[src/sv/present80_pkg.sv]
// ----------------------------------------------------------------------------
// present80_pkg
// shared types, constants and layer functions for the present-80 pipeline
// ----------------------------------------------------------------------------
package present80_pkg;

    localparam int BLOCK_W     = 64;
    localparam int KEY_W       = 80;
    localparam int KEY_HIGH_W  = 16;
    localparam int KEY_LOW_W   = 64;
    localparam int CFG_DATA_W  = 64;
    localparam int CFG_INDEX_W = 2;
    localparam int RCON_W      = 5;
    localparam int ROUNDS_DEF  = 31;

    // configuration register indexes
    typedef enum logic [CFG_INDEX_W-1:0] {
        REG_KEY_HIGH = 2'd0,
        REG_KEY_LOW  = 2'd1
    } cfg_reg_t;

    // what one cell hands to the next
    typedef struct packed {
        logic               valid;
        logic [BLOCK_W-1:0] state;
        logic [KEY_W-1:0]   key;
    } cell_bus_t;

    localparam logic [3:0] SBOX [16] = '{
        4'hc, 4'h5, 4'h6, 4'hb, 4'h9, 4'h0, 4'ha, 4'hd,
        4'h3, 4'he, 4'hf, 4'h8, 4'h4, 4'h7, 4'h1, 4'h2
    };

    function automatic logic [BLOCK_W-1:0] sbox_layer(input logic [BLOCK_W-1:0] x);
        logic [BLOCK_W-1:0] y;
        y = '0;
        for (int n = 0; n < BLOCK_W / 4; n++) begin
            y[4*n +: 4] = SBOX[x[4*n +: 4]];
        end
        return y;
    endfunction

    // bit i goes to 16*i mod 63, bit 63 stays put
    function automatic logic [BLOCK_W-1:0] perm_layer(input logic [BLOCK_W-1:0] x);
        logic [BLOCK_W-1:0] y;
        y = '0;
        for (int i = 0; i < BLOCK_W - 1; i++) begin
            y[(i * 16) % (BLOCK_W - 1)] = x[i];
        end
        y[BLOCK_W-1] = x[BLOCK_W-1];
        return y;
    endfunction

    function automatic logic [BLOCK_W-1:0] round_key(input logic [KEY_W-1:0] k);
        return k[KEY_W-1 -: BLOCK_W];
    endfunction

endpackage

[src/sv/present80_round_cell.sv]
// ----------------------------------------------------------------------------
// present80_round_cell
// one cipher round plus one key schedule step, registered at the output
// ----------------------------------------------------------------------------
module present80_round_cell #(
    parameter int ROUND_NUM = 1
) (
    input  logic                    clk,
    input  logic                    rst_n,
    input  present80_pkg::cell_bus_t cell_in,
    output present80_pkg::cell_bus_t cell_out
);

    localparam logic [present80_pkg::RCON_W-1:0] RCON = present80_pkg::RCON_W'(ROUND_NUM);

    logic                             valid_reg;
    logic [present80_pkg::BLOCK_W-1:0] state_reg;
    logic [present80_pkg::BLOCK_W-1:0] state_next;
    logic [present80_pkg::KEY_W-1:0]   key_reg;
    logic [present80_pkg::KEY_W-1:0]   key_next;
    logic [present80_pkg::KEY_W-1:0]   key_rot;

    always_comb
    begin
        state_next = present80_pkg::perm_layer(present80_pkg::sbox_layer(
            cell_in.state ^ present80_pkg::round_key(cell_in.key)));
        // rotate left by 61, s-box the top nibble, add the round counter
        key_rot  = {cell_in.key[18:0], cell_in.key[79:19]};
        key_next = key_rot;
        key_next[79:76] = present80_pkg::SBOX[key_rot[79:76]];
        key_next[19:15] = key_rot[19:15] ^ RCON;
    end

    always_ff @(posedge clk or negedge rst_n)
    begin
        if (!rst_n)
        begin
            valid_reg <= 1'b0;
        end
        else
        begin
            valid_reg <= cell_in.valid;
        end
    end

    always_ff @(posedge clk)
    begin
        state_reg <= state_next;
        key_reg   <= key_next;
    end

    assign cell_out.valid = valid_reg;
    assign cell_out.state = state_reg;
    assign cell_out.key   = key_reg;

endmodule

[config.mk]
export PLATFORM = sky130hd
export DESIGN_NAME = present80_round_cell
export DESIGN_NICKNAME = d
export VERILOG_FILES = /design/src/sv/present80_pkg.sv /design/src/sv/present80_round_cell.sv
export SDC_FILE = /design/constraint.sdc
export NUM_CORES = 1
export LEC_CHECK = 0
export BUFFER_PORTS_ARGS = -buffer_cell sky130_fd_sc_hd__buf_2
export CAP_MARGIN = 20
export CORE_AREA = 2 2 135 124
export DETAILED_ROUTE_END_ITERATION = 7
export DIE_AREA = 0 0 137 126
export HOLD_SLACK_MARGIN = 0.06
export PLACE_DENSITY_LB_ADDON = 0.12
export SYNTH_ARGS = -nofsm -noshare
export SYNTH_HDL_FRONTEND = slang
export SYNTH_SLANG_ARGS = --single-unit
[constraint.sdc]
create_clock -name clk -period 1.3 [get_ports clk]
set_input_delay 0.26 -clock clk [delete_from_list [all_inputs] [get_ports clk]]
set_output_delay 0.26 -clock clk [all_outputs]
set_load 0.02 [all_outputs]
== Word level (Yosys, flattened, before mapping) ==
Memories as Yosys holds them, arrays and structs flattened. A register that Yosys moved wholly into a read port is not among the register bits.
Index checks and enable logic that the tools add are counted.
Word-level totals
  memory bits (read-only): 1088
  input port bits: 147
  bits in registers: 81
  memories kept: 17
  output and inout bits: 145
Memory list
  (no name shown): depth 16, bits a word 4, read ports 1, clocked after memory_dff 1, write ports 0, line present80_round_cell.sv:30  | key_next[79:76] = present80_pkg::SBOX[key_rot[79:76]];
  (no name shown): depth 16, bits a word 4, read ports 1, clocked after memory_dff 1, write ports 0, line present80_pkg.sv:38  | y[4*n +: 4] = SBOX[x[4*n +: 4]];
  (no name shown): depth 16, bits a word 4, read ports 1, clocked after memory_dff 1, write ports 0, line present80_pkg.sv:38
  (no name shown): depth 16, bits a word 4, read ports 1, clocked after memory_dff 1, write ports 0, line present80_pkg.sv:38
  (no name shown): depth 16, bits a word 4, read ports 1, clocked after memory_dff 1, write ports 0, line present80_pkg.sv:38
  (no name shown): depth 16, bits a word 4, read ports 1, clocked after memory_dff 1, write ports 0, line present80_pkg.sv:38
  11 more memories
Operators by class
  bitwise operators: 19
  order comparisons: 1
  muxes and demuxes: 2
Operators with widths (number)
  $not 4->5: 17
  $xor 64x64->64: 1
  $mux 4: 2
  $ge 5x5->1 const B: 1
  $not 1->1: 1

== Logic depth before layout (Yosys ltp) ==
  depth in word-level cells: 4
  gate-level depth with buffers: 6
  mapped depth without buffers: 6

== Worst setup path after synthesis ==
No wires, ideal clock.
  path kind: input port to flip-flop
  start: input port cell_in[17] in the netlist's numbering
  end: register state_reg[32] in the netlist's numbering
  data required time: 1166 ps
  arrival time: 1434 ps
  setup time: 134 ps
  stages on the path: 5
  setup slack: -269 ps
  cell sequence: buf_6 xnor2_1 inv_1 ha_1 mux4_2
On the way
  longest elaborated chain between the ends: 2
Ends and longest elaborated chain
  from (decl): line present80_round_cell.sv:10  | input present80_pkg::cell_bus_t cell_in,
  $xor 64x64->64: line present80_round_cell.sv:26  | cell_in.state ^ present80_pkg::round_key(cell_in.key)));
  $not 4->5 (implied by the code): line present80_pkg.sv:38
  to (decl): line present80_round_cell.sv:17  | logic [present80_pkg::BLOCK_W-1:0] state_reg;
No other way between the ends.

== Worst setup path after layout ==
  start: input port cell_in[58] in the netlist's numbering
  end: register state_reg[26] in the netlist's numbering
Same word-level chain as after synthesis.

==> results by group <==
Logic synthesis
  – Proportion of synthesized area in mux cells: 15.2%
  – Area fraction in compound gates after synthesis: 5.81%
  – Mapped Nets: 695
  – Syn_area_per_cell: 12.6 um^2
  – Synthesized area: 6250 um^2
  – Most frequently used flop master after synthesis: dfxtp_1
  – Largest family of logic cells by synthesized area: multiplexers
  – Post-synthesis share of cell area spent on xor and xnor gates: 15.1%
  – Syn Inst Count: 495
  – Number of warning messages in the yosys log: 0
  – Number of enable-type register cells in the synthesized netlist: 0
  – Share of synthesized cell area in and, or, nand and nor gates: 2.24%
  – Seq/Total Area, Yosys: 46.5%
  – Flip-flop and latch count after synthesis: 145
  – Proportion of register bits with asynchronous set or reset after synthesis: 0.690%
  – Number of distinct library cells after synthesis: 37
  – Adder-cell area share of the yosys netlist: 10.6%

Detailed routing
  – DR vias/cell: 4.42
  – Number of optimization iterations in the first detailed-route pass: 5
  – # DRC: 0
  – DRC violation total after the first TritonRoute iteration: 139
  – Post-DRT Antenna Nets: 0
  – Total Wirelength: 16200 um
  – Average wire per standard cell: 13.4 um
  – Total number of vias: 5326

Setup path
  – Crit path capture type: register
  – Critical path data arrival time: 1560 ps
  – Crit Path Class: primary input to register
  – Critical path fanouts, max: 5
  – Critical path startpoint category: primary input
  – Data required time of the critical path: 1600 ps

Pwr
  – Reg power frac: 34.8%
  – Max rail drop VDD: 1.40 mV
  – Overall power: 15000 uW
  – Cell area power density: 1390 nW/um^2
  – Switching Share: 29.4%
  – Design internal power: 10600 uW
  – Leakage: 0.00523 uW
  – Net switching power of the design: 4400 uW
  – Comb power frac: 30.4%
  – Clock share of power: 34.8%

Layout
  – Most frequent standard cell in the layout excluding fill and tap cells: buf_2
  – Proportion of layout cells with a drive suffix above 1: 52.8%
  – Final core occ: 67.9%
  – Largest register FFs: 80
  – Area growth syn-to-layout: 72.4%
  – Final net count: 1182
  – Most frequent cells in the layout: buf_2, dfxtp_1, buf_4
  – Filler Cell Count: 1180

STA
  – Final count of hold timing violations: 0
  – Worst-Margin Slew: 361 ps
  – Highest Clock Rate: 0.793 GHz
  – Slew Viols, Final: 0
  – Relative slew slack: 75.9%
  – Final setup violation count: 0
  – Period Utilization, post-route: 97.0%
  – Final critical-path required period: 1260 ps
  – Unrepaired setup endpoints after global routing: false

Clocking
  – Sinks on Clock Net: 145
  – CTS H-tree lvls: 4
  – Clock input transition at the sequential cells of the worst setup and hold paths: 60 ps
  – Number of CTS-inserted buffers: 17
  – CTS tree: done
  – Maximum clock insertion buffer count: 2
  – Clock root buffer: clkbuf_16

Run
  – Number of max-cap violations: 0

Global routing
  – Vias in the first global route: 5682
  – Combined global-route utilization of all metal layers: 19.2%
  – Global-route wire length before repair: 25900 um
  – Initial antenna violation count: 2
  – Largest net degree at the start of global routing: 17
  – Global-route congestion overflow total: 0

Min path
  – Worst min-delay path startpoint: cell_in[19]
  – Hold depth: 2
  – Path category of the worst min-delay check: primary input to register
  – Hold worst-path end: key_reg[0]$_DFF_P_

Placed design
  – Routability congestion estimate from global placement: 0.782
  – Quantity of I/O buffers inserted on ports: 291
  – Placed wire-length estimate after detailed placement: 12700 um

Floorplan
  – Starting density of the core: 39.4%
  – DIE WIDTH: 137 um
  – Total core area: 15900 um^2
  – Count of standard-cell rows: 44
  – I/O pin count: 292
  – Total Die Area: 17300 um^2
  – Height of the die: 126 um

Status
  – Result of the run: completed
synth_stat cells (10+ instances only):
master / instances / area, um^2
dfxtp_1: 144 / 2880
inv_1: 67 / 251
ha_1: 53 / 663
xnor2_1: 42 / 368
mux2i_1: 40 / 400
xor2_1: 22 / 193
o21ai_0: 17 / 85.1
mux4_2: 15 / 338
nand3_1: 11 / 55.1
xor2_2: 11 / 179
o211ai_1: 10 / 75.1
o221a_2: 10 / 113
metal layers:
metal	share of wire, %	vias to the layer above	routed length (um)	GRT usage [%]
li1	-	2659	-	-
met1	36	2466	5830	19.0
met2	54	176	8750	36.5
met3	7.6	25	1240	5.84
met4	2.3	0	365	8.07
met5	0	-	0	0
power groups by stage:
| stage | combinational (uW) | sequential, uW | clock (uW) |
|---|---|---|---|
| after global placement | 4250 | 5300 | 0 |
| final | 4550 | 5210 | 5220 |
| after CTS | 4550 | 5220 | 5340 |
| after detailed placement | 4350 | 5310 | 0 |
| after floorplan | 1680 | 6120 | 0 |
| after global routing | 4940 | 5270 | 5540 |
logic make-up (layout without fill, tap and decap cells):
| kind of cell | Yosys count | count (layout) |
|---|---|---|
| DFF | 145 | 145 |
| muxes | 66 | 66 |
| xor gates and xnor gates | 84 | 84 |
| and+or+nand+nor | 28 | 28 |
| adders and majority gates | 53 | 53 |
| AOI/OAI and AO/OA | 48 | 48 |
| buffers and inverters | 71 | 571 |
| other | 0 | 2 |
through the flow:
stage	setup WS, ps	setup TNS, ps	hold slack, ps	area (um^2)	instances
CTS	20.8	0	66.7	10700	1196
global placement	-251	-6360	37.3	9260	1087
global route	2.25	0	82.4	10800	1203
detailed placement	-306	-7630	35.9	9260	1087
finish	39.1	0	88.7	10800	1204
floorplan	-73.1	-624	-35.6	6840	495
area by class of cell:
cell class / instances / area (um^2) / area share (%)
clock buffers: 20 / 457 / 4.24
flip-flops and latches: 145 / 2910 / 27.0
clock inverters: 12 / 180 / 1.67
inverters: 68 / 255 / 2.37
well taps: 207 / 259 / 2.40
repair buffers: 471 / 3020 / 28.0
diodes: 2 / 5.00 / 0.0465
multi-input cells: 279 / 3690 / 34.3
worst max-delay path by stage:
stage	to	startpoint	slack, ps
finish	state_reg[26]$_DFF_P_	cell_in[58]	40
global placement	state_reg[1]$_DFF_P_	cell_in[21]	-250
global route	state_reg[54]$_DFF_P_	cell_in[42]	2
detailed placement	state_reg[1]$_DFF_P_	cell_in[21]	-310
floorplan	state_reg[32]$_DFF_P_	cell_in[17]	-70
CTS	state_reg[40]$_DFF_P_	cell_in[50]	20
critical path, stage by stage:
cell and delay (ps):
dlygate4sd3_1 540, buf_2 130, xnor2_1 120, buf_4 160
buf_4 130, o221a_2 230
what timing repair did:
item,4_1_cts,5_1_grt
setup endpoints to repair,0,15
gates resized for setup,0,9
setup buffers,0,7
endpoints found under the hold margin,77,0
hold buffers,77,0
Power figures use the tool's default switching activity.
